[config.mk]
export PLATFORM = sky130hd
export DESIGN_NAME = matrix_row_sum_sorter_unit_flat
export DESIGN_NICKNAME = d
export VERILOG_FILES = /design/src/sv/mrss_pkg.sv /design/src/sv/mrss_channels.sv /design/src/sv/matrix_row_sum_sorter_unit.sv /design/src/flat_wrapper.sv
export VERILOG_INCLUDE_DIRS = /design/src /design/src/sv
export SDC_FILE = /design/constraint.sdc
export NUM_CORES = 2
export LEC_CHECK = 0
export ABC_AREA = 1
export BUFFER_PORTS_ARGS = -buffer_cell sky130_fd_sc_hd__buf_2
export CAP_MARGIN = 10
export CORE_MARGIN = 3
export CORE_UTILIZATION = 57
export CTS_CLUSTER_SIZE = 25
export DETAILED_ROUTE_END_ITERATION = 8
export PLACE_DENSITY = 0.76
export SLEW_MARGIN = 25
export SYNTH_ARGS = -nofsm -noshare
export SYNTH_HDL_FRONTEND = slang
export SYNTH_SLANG_ARGS = --single-unit
[constraint.sdc]
create_clock -name clk -period 5.25 [get_ports clk]
set_input_delay 0.7875 -clock clk [delete_from_list [all_inputs] [get_ports clk]]
set_output_delay 0.7875 -clock clk [all_outputs]
set_load 0.005 [all_outputs]
[src/sv/matrix_row_sum_sorter_unit_defines.svh]
// assertion macros used by the rtl
`ifndef MATRIX_ROW_SUM_SORTER_UNIT_DEFINES_SVH
`define MATRIX_ROW_SUM_SORTER_UNIT_DEFINES_SVH

// same-cycle implication, sampled on clk, off during reset
`define MRSS_ASSERT_NOW(lbl, ante, cons, msg) \
	lbl: assert property (@(posedge clk) disable iff (!arst_n) (ante) |-> (cons)) \
		else $error(msg);

// next-cycle implication, sampled on clk, off during reset
`define MRSS_ASSERT_NEXT(lbl, ante, cons, msg) \
	lbl: assert property (@(posedge clk) disable iff (!arst_n) (ante) |=> (cons)) \
		else $error(msg);

`endif

[src/sv/mrss_pkg.sv]
package mrss_pkg;

	localparam int MAX_ROWS  = 64;
	localparam int MAX_COLS  = 64;
	localparam int ROW_W     = $clog2(MAX_ROWS);
	localparam int COL_W     = $clog2(MAX_COLS);
	localparam int CNT_W     = 7;
	localparam int ELEM_W    = 32;
	localparam int SUM_W     = 38;
	localparam int CFG_IDX_W = 1;

	typedef enum logic [CFG_IDX_W-1:0] {
		REG_ROWS_USED,
		REG_COLS_USED
	} reg_idx_t;

	// microcode step labels
	typedef enum logic [3:0] {
		S_LOAD,
		S_INIT,
		S_IRD,
		S_ISUM,
		S_ILATCH,
		S_JRD,
		S_JSUM,
		S_CMP,
		S_IWB,
		S_ORST,
		S_ORD,
		S_OSUM,
		S_OPUT
	} ustep_t;

	typedef enum logic [1:0] {W_NONE, W_IN, W_OUT} hold_t;
	typedef enum logic [1:0] {ORD_RD_NONE, ORD_RD_I, ORD_RD_J} ord_rd_t;
	typedef enum logic [1:0] {OW_NONE, OW_INIT, OW_SWAP, OW_IWB} ord_wr_t;
	typedef enum logic [1:0] {A_NONE, A_ALWAYS, A_IF_GT} a_ld_t;
	typedef enum logic [1:0] {I_KEEP, I_CLR, I_INC} i_op_t;
	typedef enum logic [1:0] {J_KEEP, J_CLR, J_INC, J_FROM_I} j_op_t;
	typedef enum logic [2:0] {
		C_NONE,
		C_NOT_MAT_END,
		C_NOT_J_LAST,
		C_J_LAST,
		C_I_LAST,
		C_NOT_I_PENULT
	} cond_t;

	typedef struct packed {
		hold_t   hold;
		ord_rd_t ord_rd;
		logic    sum_rd;
		ord_wr_t ord_wr;
		a_ld_t   a_ld;
		i_op_t   i_op;
		j_op_t   j_op;
		cond_t   cond;
		ustep_t  next_s;
		ustep_t  jump_s;
	} ctrl_t;

	localparam ctrl_t CTRL_NOP = '{
		hold:   W_NONE,
		ord_rd: ORD_RD_NONE,
		sum_rd: 1'b0,
		ord_wr: OW_NONE,
		a_ld:   A_NONE,
		i_op:   I_KEEP,
		j_op:   J_KEEP,
		cond:   C_NONE,
		next_s: S_LOAD,
		jump_s: S_LOAD
	};

	// control store: one word per step, jump_s taken when cond holds
	function automatic ctrl_t ucode(ustep_t s);
		ctrl_t c;
		c = CTRL_NOP;
		unique case (s)
			S_LOAD: begin
				c.hold   = W_IN;
				c.i_op   = I_CLR;
				c.j_op   = J_CLR;
				c.cond   = C_NOT_MAT_END;
				c.next_s = S_INIT;
				c.jump_s = S_LOAD;
			end
			S_INIT: begin
				c.ord_wr = OW_INIT;
				c.j_op   = J_INC;
				c.cond   = C_NOT_J_LAST;
				c.next_s = S_IRD;
				c.jump_s = S_INIT;
			end
			S_IRD: begin
				c.ord_rd = ORD_RD_I;
				c.next_s = S_ISUM;
			end
			S_ISUM: begin
				c.sum_rd = 1'b1;
				c.j_op   = J_FROM_I;
				c.next_s = S_ILATCH;
			end
			S_ILATCH: begin
				c.a_ld   = A_ALWAYS;
				c.cond   = C_I_LAST;
				c.next_s = S_JRD;
				c.jump_s = S_ORST;
			end
			S_JRD: begin
				c.ord_rd = ORD_RD_J;
				c.next_s = S_JSUM;
			end
			S_JSUM: begin
				c.sum_rd = 1'b1;
				c.next_s = S_CMP;
			end
			S_CMP: begin
				c.a_ld   = A_IF_GT;
				c.ord_wr = OW_SWAP;
				c.j_op   = J_INC;
				c.cond   = C_NOT_J_LAST;
				c.next_s = S_IWB;
				c.jump_s = S_JRD;
			end
			S_IWB: begin
				c.ord_wr = OW_IWB;
				c.i_op   = I_INC;
				c.cond   = C_NOT_I_PENULT;
				c.next_s = S_ORST;
				c.jump_s = S_IRD;
			end
			S_ORST: begin
				c.j_op   = J_CLR;
				c.next_s = S_ORD;
			end
			S_ORD: begin
				c.ord_rd = ORD_RD_J;
				c.next_s = S_OSUM;
			end
			S_OSUM: begin
				c.sum_rd = 1'b1;
				c.next_s = S_OPUT;
			end
			S_OPUT: begin
				c.hold   = W_OUT;
				c.j_op   = J_INC;
				c.cond   = C_J_LAST;
				c.next_s = S_ORD;
				c.jump_s = S_LOAD;
			end
			default: begin
				c.next_s = S_LOAD;
			end
		endcase
		return c;
	endfunction

	// zero counts as one, anything above the maximum as the maximum
	function automatic logic [CNT_W-1:0] clamp_cnt(logic [CNT_W-1:0] v,
		logic [CNT_W-1:0] maxv);
		logic [CNT_W-1:0] r;
		if (v == '0)
			r = CNT_W'(1);
		else if (v > maxv)
			r = maxv;
		else
			r = v;
		return r;
	endfunction

endpackage

[src/sv/mrss_channels.sv]
interface mrss_elem_if import mrss_pkg::*; ();
	logic                     valid;
	logic                     ready;
	logic signed [ELEM_W-1:0] element_value;

	modport source (output valid, output element_value, input ready);
	modport sink (input valid, input element_value, output ready);
endinterface

interface mrss_row_if import mrss_pkg::*; ();
	logic                    valid;
	logic                    ready;
	logic        [ROW_W-1:0] source_row;
	logic signed [SUM_W-1:0] row_total;
	logic                    last_row;

	modport source (output valid, output source_row, output row_total, output last_row,
		input ready);
	modport sink (input valid, input source_row, input row_total, input last_row,
		output ready);
endinterface

interface mrss_cfg_if import mrss_pkg::*; ();
	logic                 valid;
	logic                 ready;
	logic [CFG_IDX_W-1:0] index;
	logic [CNT_W-1:0]     data;

	modport source (output valid, output index, output data, input ready);
	modport sink (input valid, input index, input data, output ready);
endinterface

[src/sv/matrix_row_sum_sorter_unit.sv]
// loading: elements are taken one per cycle while the sequencer waits in its load step;
// after the last element of a matrix the sequencer fills the row order and sorts it before
// the first row request; each row request reads the order memory, then the sum memory, and
// waits for room in the output register; one read port per memory sets the pace
// reset: load counters cleared, rows_used and cols_used set to 64, sequencer to load;
// the row sum and row order memories are not cleared
`include "matrix_row_sum_sorter_unit_defines.svh"

module matrix_row_sum_sorter_unit import mrss_pkg::*; (
	input logic        clk,
	input logic        arst_n,
	mrss_cfg_if.sink   cfg,
	mrss_elem_if.sink  elem,
	mrss_row_if.source row_out
);

	// configuration registers
	logic [CNT_W-1:0] rows_used_q;
	logic [CNT_W-1:0] cols_used_q;

	// sequencer
	ustep_t upc_q;
	ustep_t upc_nxt;
	ctrl_t  cw;
	logic   go;
	logic   cond_hit;

	// load side
	logic [ROW_W-1:0] row_q;
	logic [COL_W-1:0] col_q;
	logic [SUM_W-1:0] acc_q;
	logic [SUM_W-1:0] new_sum;
	logic [CNT_W-1:0] nrows_live;
	logic [CNT_W-1:0] ncols_live;
	logic             col_end;
	logic             row_end;
	logic             mat_end;
	logic             in_take;

	// sort side
	logic [CNT_W-1:0] nrows_q;
	logic [CNT_W-1:0] i_q;
	logic [CNT_W-1:0] j_q;
	logic [ROW_W-1:0] a_q;
	logic [ROW_W-1:0] b_q;
	logic [SUM_W-1:0] suma_q;
	logic [ROW_W-1:0] ord_rd_q;
	logic [SUM_W-1:0] sum_rd_q;
	logic             gt;
	logic             j_last;
	logic             i_last;
	logic             i_penult;

	// order memory write port
	logic             ord_we;
	logic [ROW_W-1:0] ord_waddr;
	logic [ROW_W-1:0] ord_wdata;
	logic [ROW_W-1:0] ord_raddr;

	// memories
	logic [SUM_W-1:0] sum_mem [MAX_ROWS];
	logic [ROW_W-1:0] ord_mem [MAX_ROWS];

	// output register
	logic             out_valid_q;
	logic [ROW_W-1:0] out_row_q;
	logic [SUM_W-1:0] out_total_q;
	logic             out_last_q;
	logic             out_room;

	assign cfg.ready = 1'b1;

	// config registers; takes effect immediately
	always_ff @(posedge clk or negedge arst_n) begin
		if (!arst_n) begin
			rows_used_q <= CNT_W'(MAX_ROWS);
			cols_used_q <= CNT_W'(MAX_COLS);
		end else if (cfg.valid && cfg.ready) begin
			if (cfg.index == REG_ROWS_USED)
				rows_used_q <= cfg.data;
			else
				cols_used_q <= cfg.data;
		end
	end

	// fetch the control word of the current step
	assign cw = ucode(upc_q);

	assign out_room = !out_valid_q || row_out.ready;
	assign in_take  = elem.valid && elem.ready;

	// a step that waits on a channel does nothing until the channel moves
	always_comb begin
		case (cw.hold)
			W_IN:    go = elem.valid;
			W_OUT:   go = out_room;
			default: go = 1'b1;
		endcase
	end

	assign elem.ready = (cw.hold == W_IN);

	// element bookkeeping: the current row sum lives in acc_q, memory gets it at row end
	assign nrows_live = clamp_cnt(rows_used_q, CNT_W'(MAX_ROWS));
	assign ncols_live = clamp_cnt(cols_used_q, CNT_W'(MAX_COLS));
	assign col_end    = (CNT_W'(col_q) + CNT_W'(1)) >= ncols_live;
	assign row_end    = (CNT_W'(row_q) + CNT_W'(1)) >= nrows_live;
	assign mat_end    = col_end && row_end;

	always_comb begin
		if (col_q == '0)
			new_sum = {{(SUM_W-ELEM_W){elem.element_value[ELEM_W-1]}}, elem.element_value};
		else
			new_sum = acc_q + {{(SUM_W-ELEM_W){elem.element_value[ELEM_W-1]}},
				elem.element_value};
	end

	// sort conditions; the index tests are against the row count captured with the last load element
	assign gt       = $signed(suma_q) > $signed(sum_rd_q);
	assign j_last   = (j_q == nrows_q - CNT_W'(1));
	assign i_last   = (i_q == nrows_q - CNT_W'(1));
	assign i_penult = (i_q == nrows_q - CNT_W'(2));

	// branch unit
	always_comb begin
		case (cw.cond)
			C_NOT_MAT_END:  cond_hit = !mat_end;
			C_NOT_J_LAST:   cond_hit = !j_last;
			C_J_LAST:       cond_hit = j_last;
			C_I_LAST:       cond_hit = i_last;
			C_NOT_I_PENULT: cond_hit = !i_penult;
			default:        cond_hit = 1'b0;
		endcase
		if (!go)
			upc_nxt = upc_q;
		else if (cond_hit)
			upc_nxt = cw.jump_s;
		else
			upc_nxt = cw.next_s;
	end

	// order memory write: identity fill, swap of entry j, write-back of entry i
	always_comb begin
		ord_we    = 1'b0;
		ord_waddr = j_q[ROW_W-1:0];
		ord_wdata = a_q;
		case (cw.ord_wr)
			OW_INIT: begin
				ord_we    = go;
				ord_wdata = j_q[ROW_W-1:0];
			end
			OW_SWAP: begin
				ord_we = go && gt;
			end
			OW_IWB: begin
				ord_we    = go;
				ord_waddr = i_q[ROW_W-1:0];
			end
			default: begin
				ord_we = 1'b0;
			end
		endcase
	end

	assign ord_raddr = (cw.ord_rd == ORD_RD_I) ? i_q[ROW_W-1:0] : j_q[ROW_W-1:0];

	always_ff @(posedge clk) begin
		if (ord_we)
			ord_mem[ord_waddr] <= ord_wdata;
		if (go && cw.ord_rd != ORD_RD_NONE)
			ord_rd_q <= ord_mem[ord_raddr];
	end

	// sum memory: written at each row end, read at the row the order memory just gave
	always_ff @(posedge clk) begin
		if (in_take && col_end)
			sum_mem[row_q] <= new_sum;
		if (go && cw.sum_rd)
			sum_rd_q <= sum_mem[ord_rd_q];
	end

	// sequencer state, counters and the output valid
	always_ff @(posedge clk or negedge arst_n) begin
		if (!arst_n) begin
			upc_q       <= S_LOAD;
			row_q       <= '0;
			col_q       <= '0;
			i_q         <= '0;
			j_q         <= '0;
			nrows_q     <= CNT_W'(1);
			out_valid_q <= 1'b0;
		end else begin
			upc_q <= upc_nxt;
			if (in_take) begin
				nrows_q <= nrows_live;
				col_q   <= col_end ? '0 : col_q + COL_W'(1);
				if (col_end)
					row_q <= row_end ? '0 : row_q + ROW_W'(1);
			end
			if (go) begin
				case (cw.i_op)
					I_CLR:   i_q <= '0;
					I_INC:   i_q <= i_q + CNT_W'(1);
					default: i_q <= i_q;
				endcase
				case (cw.j_op)
					J_CLR:    j_q <= '0;
					J_INC:    j_q <= j_q + CNT_W'(1);
					J_FROM_I: j_q <= i_q + CNT_W'(1);
					default:  j_q <= j_q;
				endcase
			end
			if (go && cw.hold == W_OUT)
				out_valid_q <= 1'b1;
			else if (row_out.ready)
				out_valid_q <= 1'b0;
		end
	end

	// datapath registers, no reset needed
	always_ff @(posedge clk) begin
		if (in_take)
			acc_q <= new_sum;
		if (go && cw.sum_rd)
			b_q <= ord_rd_q;
		if (go && (cw.a_ld == A_ALWAYS || (cw.a_ld == A_IF_GT && gt))) begin
			a_q    <= b_q;
			suma_q <= sum_rd_q;
		end
		if (go && cw.hold == W_OUT) begin
			out_row_q   <= b_q;
			out_total_q <= sum_rd_q;
			out_last_q  <= j_last;
		end
	end

	assign row_out.valid      = out_valid_q;
	assign row_out.source_row = out_row_q;
	assign row_out.row_total  = out_total_q;
	assign row_out.last_row   = out_last_q;

	// the last element of a matrix hands over to the identity fill
	`MRSS_ASSERT_NEXT(a_end_to_init, in_take && mat_end, upc_q == S_INIT,
		"matrix end did not start the sort")
	// inner pass stays above i and inside the loaded rows
	`MRSS_ASSERT_NOW(a_cmp_range, upc_q == S_CMP, (i_q < j_q) && (j_q < nrows_q),
		"compare indices out of range")
	// every row request addresses a loaded row
	`MRSS_ASSERT_NOW(a_out_range, upc_q == S_OPUT, j_q < nrows_q,
		"row request beyond loaded rows")
	// captured row count is always a legal count once sorting starts
	`MRSS_ASSERT_NOW(a_nrows_ok, upc_q != S_LOAD,
		(nrows_q != '0) && (nrows_q <= CNT_W'(MAX_ROWS)), "row count out of range")

endmodule

[src/flat_wrapper.sv]
// flat-port wrapper written by rule: the top's interface ports become plain ports
module matrix_row_sum_sorter_unit_flat import mrss_pkg::*;
  (clk, arst_n, cfg_valid, cfg_index, cfg_data, cfg_ready, elem_valid, elem_element_value, elem_ready, row_out_valid, row_out_source_row, row_out_row_total, row_out_last_row, row_out_ready);
  mrss_cfg_if cfg_i ();
  mrss_elem_if elem_i ();
  mrss_row_if row_out_i ();
  input logic clk;
  input logic arst_n;
  input wire logic [$bits(cfg_i.valid)-1:0] cfg_valid;
  input wire logic [$bits(cfg_i.index)-1:0] cfg_index;
  input wire logic [$bits(cfg_i.data)-1:0] cfg_data;
  output wire logic [$bits(cfg_i.ready)-1:0] cfg_ready;
  input wire logic [$bits(elem_i.valid)-1:0] elem_valid;
  input wire logic [$bits(elem_i.element_value)-1:0] elem_element_value;
  output wire logic [$bits(elem_i.ready)-1:0] elem_ready;
  output wire logic [$bits(row_out_i.valid)-1:0] row_out_valid;
  output wire logic [$bits(row_out_i.source_row)-1:0] row_out_source_row;
  output wire logic [$bits(row_out_i.row_total)-1:0] row_out_row_total;
  output wire logic [$bits(row_out_i.last_row)-1:0] row_out_last_row;
  input wire logic [$bits(row_out_i.ready)-1:0] row_out_ready;
  assign cfg_i.valid = cfg_valid;
  assign cfg_i.index = cfg_index;
  assign cfg_i.data = cfg_data;
  assign cfg_ready = cfg_i.ready;
  assign elem_i.valid = elem_valid;
  assign elem_i.element_value = elem_element_value;
  assign elem_ready = elem_i.ready;
  assign row_out_valid = row_out_i.valid;
  assign row_out_source_row = row_out_i.source_row;
  assign row_out_row_total = row_out_i.row_total;
  assign row_out_last_row = row_out_i.last_row;
  assign row_out_i.ready = row_out_ready;
  matrix_row_sum_sorter_unit u_core (.clk(clk), .arst_n(arst_n), .cfg(cfg_i), .elem(elem_i), .row_out(row_out_i));
endmodule
# --- After elaboration in Yosys (flattened, before gate mapping) ---
# Memory sizes are Yosys's and may differ from the RTL's. A register that Yosys moved wholly into a read port is not among the register bits.
# Cells that the tools add are included.
classes:
  mul: 0
  n_eq_ne: 33
  n_mux: 32
  shift: 0
  n_addsub: 9
  n_reduce_logical: 35
  div: 0
  n_lt_le_gt_ge: 5
  bitwise: 1
op_table:
  columns: ["operator", "count"]
  rows:
  - ["one-hot mux 4 bit (12 select lines)", 1]
  - ["adder 38 bit", 1]
  - ["greater-than comparator 38 bit", 1]
  - ["two-way mux 38 bit", 1]
  - ["two-way mux 6 bit", 5]
  - ["two-way mux 7 bit", 4]
  - ["equality test 7 bit", 3]
  - ["one-hot mux 7 bit (3 select lines)", 1]
  - ["equality test 4 bit (second input constant)", 5]
  - ["equality test 4 x 3 -> 1 bit (second input constant)", 4]
  - ["one-hot mux 2 bit (2 select lines)", 4]
  - ["one-hot mux 4 bit (4 select lines)", 1]
  - ["one-hot mux 3 bit (5 select lines)", 1]
  - ["adder 6 x 1 -> 7 bit (second input constant)", 2]
  - ["adder 7 x 1 -> 7 bit (second input constant)", 2]
  - ["equality test 2 bit (second input constant)", 7]
  - [">= comparator 7 bit", 2]
  - ["greater-than comparator 7 bit (second input constant)", 2]
  - ["logical NOT 7 bit", 2]
  - ["one-hot mux 7 bit (2 select lines)", 1]
  - ["adder 6 x 1 -> 6 bit (second input constant)", 2]
  - ["equality test 2 x 1 -> 1 bit (second input constant)", 6]
  - ["one-hot mux 2 bit (3 select lines)", 2]
  - ["AND reduction 2 bit", 5]
  - ["other kinds (21)", 50]
totals:
  rom_bits: 0
  mem_count: 2
  latch_bits: 0
  register_bits: 185
  ram_bits: 2816
mem_list:
  columns: ["memory", "words", "word_bits", "read_ports", "rd_ports_with_merged_regs", "wr", "line", "source"]
  rows:
  - ["u_core.sum_mem", 64, 38, 1, 1, 1, "matrix_row_sum_sorter_unit.sv:61", "logic [SUM_W-1:0] sum_mem [MAX_ROWS];"]
  - ["u_core.ord_mem", 64, 6, 1, 1, 1, "matrix_row_sum_sorter_unit.sv:62", "logic [ROW_W-1:0] ord_mem [MAX_ROWS];"]

# --- Longest topological paths before layout ---
depth:
  word_depth: 8
  mapped_depth: 18
  ltp_nobuf: 17

# --- Least setup slack after synthesis ---
# Ideal clock, no wire load.
synth_timing:
  kind: "in2reg"
  startpoint: "input port elem_element_value[0]"
  endpoint: "register u_core.acc_q[18] (data pin)"
  path_slack_ns: -0.355
  path_buffers: 0
  arrival_ns: 4.896
  setup_ns: 0.709
  path_stages: 9
  path_cell_list: "ha_1 > inv_1 > fa_1 > nor3_1 > nor2_1 > o21ai_0 > a21oi_1 > xor2_1 > o21ai_0"
synth_via:
  elab_chain_len: 2
synth_rtl:
  columns: ["item", "line", "source"]
  rows:
  - ["start, declared", "flat_wrapper.sv:14", "input wire logic [$bits(elem_i.element_value)-1:0] elem_element_value;"]
  - ["adder 38 bit", "matrix_row_sum_sorter_unit.sv:114", "new_sum = acc_q + {{(SUM_W-ELEM_W){elem.element_value[ELEM_W-1]}},"]
  - ["two-way mux 38 bit", "matrix_row_sum_sorter_unit.sv:111", "if (col_q == '0)"]
  - ["named net u_core.new_sum[18]", "matrix_row_sum_sorter_unit.sv:32", "logic [SUM_W-1:0] new_sum;"]
  - ["end signal, assigned", "matrix_row_sum_sorter_unit.sv:223", "acc_q <= new_sum;"]
  - ["end, declared", "matrix_row_sum_sorter_unit.sv:31", "logic [SUM_W-1:0] acc_q;"]
# The timed path passes the listed nets, and every way through them passes these cells.
# A chain may end at the register's enable or synchronous reset.

# --- Worst setup path after layout ---
layout_timing:
  startpoint: "register u_core.cols_used_q[3]"
  endpoint: "memory u_core.sum_mem[47][7] (enable)"
layout_via:
  elab_chain_len: 7
layout_rtl:
  columns: ["item", "line", "source"]
  rows:
  - ["start, declared", "matrix_row_sum_sorter_unit.sv:19", "logic [CNT_W-1:0] cols_used_q;"]
  - ["start signal, assigned", "matrix_row_sum_sorter_unit.sv:77", "cols_used_q <= CNT_W'(MAX_COLS);"]
  - ["start signal, assigned", "matrix_row_sum_sorter_unit.sv:82", "cols_used_q <= cfg.data;"]
  - ["greater-than comparator 7 bit", "mrss_pkg.sv:165", "else if (v > maxv)"]
  - ["two-way mux 7 bit", "mrss_pkg.sv:165", null]
  - ["two-way mux 7 bit *", "mrss_pkg.sv:163", "if (v == '0)"]
  - [">= comparator 7 bit *", "matrix_row_sum_sorter_unit.sv:106", "assign col_end = (CNT_W'(col_q) + CNT_W'(1)) >= ncols_live;"]
  - ["logical AND 1 bit *", "matrix_row_sum_sorter_unit.sv:176", "if (in_take && col_end)"]
  - ["two-way mux 1 bit *", "matrix_row_sum_sorter_unit.sv:176", null]
  - ["two-way mux 1 bit (implied by the code) *", "matrix_row_sum_sorter_unit.sv:177", "sum_mem[row_q] <= new_sum;"]
  - ["end, declared", "matrix_row_sum_sorter_unit.sv:61", null]
# Mark *: on every way between the ends. The rest lies on a longest branch, timed or not.

==> flow_summary.toml <==
[run_status]
status = "finished clean"

[synthesis]
synth_cell_types = 52
yosys.area.top_type_share_pct = 72.3
synth_edf_count = 2993
yosysTopAreaCell = "edfxtp_1"
netlist_area_um2 = 124000
avgSynthCellArea_um2 = 12.2
netlist_instances = 10141
yosys-top-cells-area = "edfxtp_1 (72%), o21ai_0 (6.0%), nor2_1 (5.1%)"
yosysSeqAreaShare_pct = 73.4
syn_nets = 10286
synth-main-ff-cell = "edfxtp_1"
async_flop_share_pct = 1.71
yosysWarnings = 0
synth_seq_cells = 3045

[placement]
hpwl_mm = 188
placed_cell_area_um2 = 129000
dp_slack_ns = 1.04
dp.cells = 12687
gp_congestion = 0.904
portBuffers = 91

[clock_tree]
insertion_delay_ns = 0.94
cts_tree = "done"
htree_levels = 5
clock_sinks = 3045
clock_path_buffers = 4
numCtsBuffers = 311
clk_pin_slew_ns = 0.06
root_buffer = "clkbuf_16"
cts.repair.resized = 0

[timing]
slew_viol_final = 0
fin_setup_tns_ns = 0
fmax_mhz = 240
hold_violations = 0
rsz0062_at_grt = "no"
period_needed_ns = 4.16
worstMarginPinSlew_ns = 1.05
slew_headroom_pct = 30.2
setup_viol = 0
timing.hold.ws_ns = 0.158
fin_skew_ns = 0.104
finalCritPeriodShare_pct = 79.3
fin_ws_ns = 1.09

[global_routing]
first_global_vias = 82033
grt_pass1_wl_mm = 504
track_usage_pct = 29.9
grt_max_degree = 199
antenna_found_initial = 19
globalRoute.totalOverflow = 0

[worst_setup_path]
critPathArrivalTime_ns = 4.70
worst-setup-path-type = "flop to flop"
required_ns = 5.79
worstSetupEndpointType = "flop"
crit_path_start_kind = "flop"
crit_fanout = 38
rrSetupSlack_ns = 1.09

[cells_and_area]
nets = 10310
syn_to_final_growth_pct = 11.5
mostFrequentLayoutCell = "edfxtp_1"
fin_cells = 13224
n_fill_cell = 15150
regArea_um2 = 91200
multi_input_area_um2 = 30400
final_cell_area_um2 = 139000
layout_common_cells = "edfxtp_1 (2993), nor2_1 (1628), o21ai_0 (1463)"
layout-drive-gt1-share_pct = 8.75

[power_and_ir_drop]
swShare_pct = 38.7
seqPwrFrac_pct = 39.1
comb_power_share_pct = 36.6
power_frac_clock_pct = 24.3
p_sw_uw = 34000
p_leak_uw = 0.0466
ir_drop_mv = 0.849
power_density_nw_per_um2 = 635
p_int_uw = 54000

[die]
dieWidth_um = 473
dieHeight_um = 473
fp.coreArea_um2 = 216000
dieArea_um2 = 224000
initial_core_util_pct = 57.6
io_pins = 93
num_rows = 170

[route]
wl_per_cell_um = 25.8
drtPass1Iterations = 7
drc = 0
drtIter0Drc = 13248
vias = 84972
vias_per_cell = 6.43
finalWirelength_mm = 342
antenna_left = 0

[hold_path]
hold_path_class = "input pin to flop"

[flow_run]
drv_cap = 0
sequential cells by signal (all words and copies together) (netlist names):
| name | cells |
|---|---|
| u_core.sum_mem | 2432 |
| u_core.ord_mem | 384 |
| u_core.acc_q | 38 |
| u_core.row_out.row_total | 38 |
| u_core.sum_rd_q | 38 |
| u_core.suma_q | 38 |
| u_core.cols_used_q | 7 |
| u_core.i_q | 7 |
| u_core.j_q | 7 |
| u_core.nrows_q | 7 |
| u_core.rows_used_q | 7 |
| u_core.a_q | 6 |
| u_core.b_q | 6 |
| u_core.col_q | 6 |
| u_core.ord_rd_q | 6 |
| u_core.row_out.source_row | 6 |
| u_core.row_q | 6 |
| u_core.upc_q | 4 |
| u_core.row_out.last_row | 1 |
| u_core.row_out.valid | 1 |
worst paths after layout:
check                                                   from                                endpoint  cells after the start
setup / recovery           u_core.cols_used_q[3]$_DFFE_PN0P_         u_core.sum_mem[47][7]$_DFFE_PP_                     14
hold / removal                                   cfg_data[0]       u_core.rows_used_q[0]$_DFFE_PN0P_                      3
setup reg to reg           u_core.cols_used_q[3]$_DFFE_PN0P_         u_core.sum_mem[47][7]$_DFFE_PP_                     14
hold reg to reg                      u_core.b_q[3]$_DFFE_PP_  u_core.row_out.source_row[3]$_DFFE_PP_                      0
max in group asynchronous                             arst_n             u_core.col_q[0]$_DFFE_PN0P_                      3
min in group asynchronous                             arst_n               u_core.i_q[2]$_DFFE_PN0P_                      3
repair_timing:
item                      4_1_cts  5_1_grt
hold buffers                    1        0
buffers inserted                0        0
hold endpoints to repair       22        0
synthesized netlist by cell type (9+ instances only):
| cell | number |
|---|---|
| o211ai_1 | 21 |
| a21o_1 | 9 |
| dfrtp_1 | 49 |
| inv_2 | 11 |
| buf_2 | 169 |
| ha_1 | 99 |
| nand4_1 | 27 |
| nor2_1 | 1692 |
| buf_1 | 25 |
| nand3_1 | 425 |
| inv_1 | 222 |
| o21ai_0 | 1489 |
| nand2_1 | 1413 |
| nor3_1 | 24 |
| xor2_1 | 26 |
| o21ai_1 | 99 |
| a21oi_1 | 99 |
| xnor2_1 | 20 |
| edfxtp_1 | 2993 |
| buf_4 | 23 |
| clkbuf_1 | 402 |
| o22ai_1 | 699 |
logic make-up after synthesis:
kind of cell             after synthesis  share of synthesized area [%]
other                                  1                        0.00302
adder cells (fa/ha/maj)              100                           1.01
XOR/XNOR                              46                          0.324
flip-flops                          3045                           73.4
buffers and inverters                862                           2.89
AO/OA/AOI/OAI                       2455                           10.7
AND/OR/NAND/NOR                     3632                           11.6
cell type report:
| class | count | share of cell area, % |
|---|---|---|
| Tap cell | 2838 | 2.56 |
| Clock inverter | 151 | 1.05 |
| Clock buffer | 380 | 5.91 |
| Sequential cell | 3045 | 65.8 |
| Inverter | 236 | 0.667 |
| Timing Repair Buffer | 337 | 2.03 |
| Multi-Input combinational cell | 6234 | 21.9 |
| Antenna cell | 3 | 0.00542 |
critical path, stage by stage (launching register included):
cell,delay (ns)
dfrtp_1,0.40
nor4_1,0.27
nand2_1,0.10
nand2_1,0.10
nand2_1,0.06
ha_1,0.29
nand2_1,0.06
o21ai_0,0.18
nand4_1,0.11
nand3_1,0.16
nand2_1,0.17
inv_1,0.30
nand2_1,0.59
nor2_4,0.23
buf_4,0.67
stage by stage:
| step | util, % | power [uW] |
|---|---|---|
| 2_1_floorplan | - | 54100 |
| 3_3_place_gp | 59.7 | 64900 |
| 3_5_place_dp | 59.7 | 66000 |
| 4_1_cts | 64.2 | 87200 |
| 5_1_grt | 64.2 | 91600 |
| 6_report | 64.2 | 88000 |
layer usage:
layer | GRT usage [%] | vias up | share of wire [%] | wire [um]
met4 | 12.8 | 16 | 4.4 | 15100
met2 | 48.2 | 5810 | 47 | 161000
li1 | - | 36850 | - | -
met5 | 0 | - | 0.035 | 118
met1 | 39.7 | 41259 | 36 | 123000
met3 | 6.40 | 1037 | 12 | 42300
power by group through the flow:
stage,logic [uW],registers [uW],clock network [uW]
final,32200,34400,21400
after global routing,34600,34500,22500
after CTS,31300,34400,21500
after detailed placement,31100,34900,0
after global placement,30000,34900,0
after floorplan,18800,35300,0
Note: power is estimated with default switching activity, not from simulation.
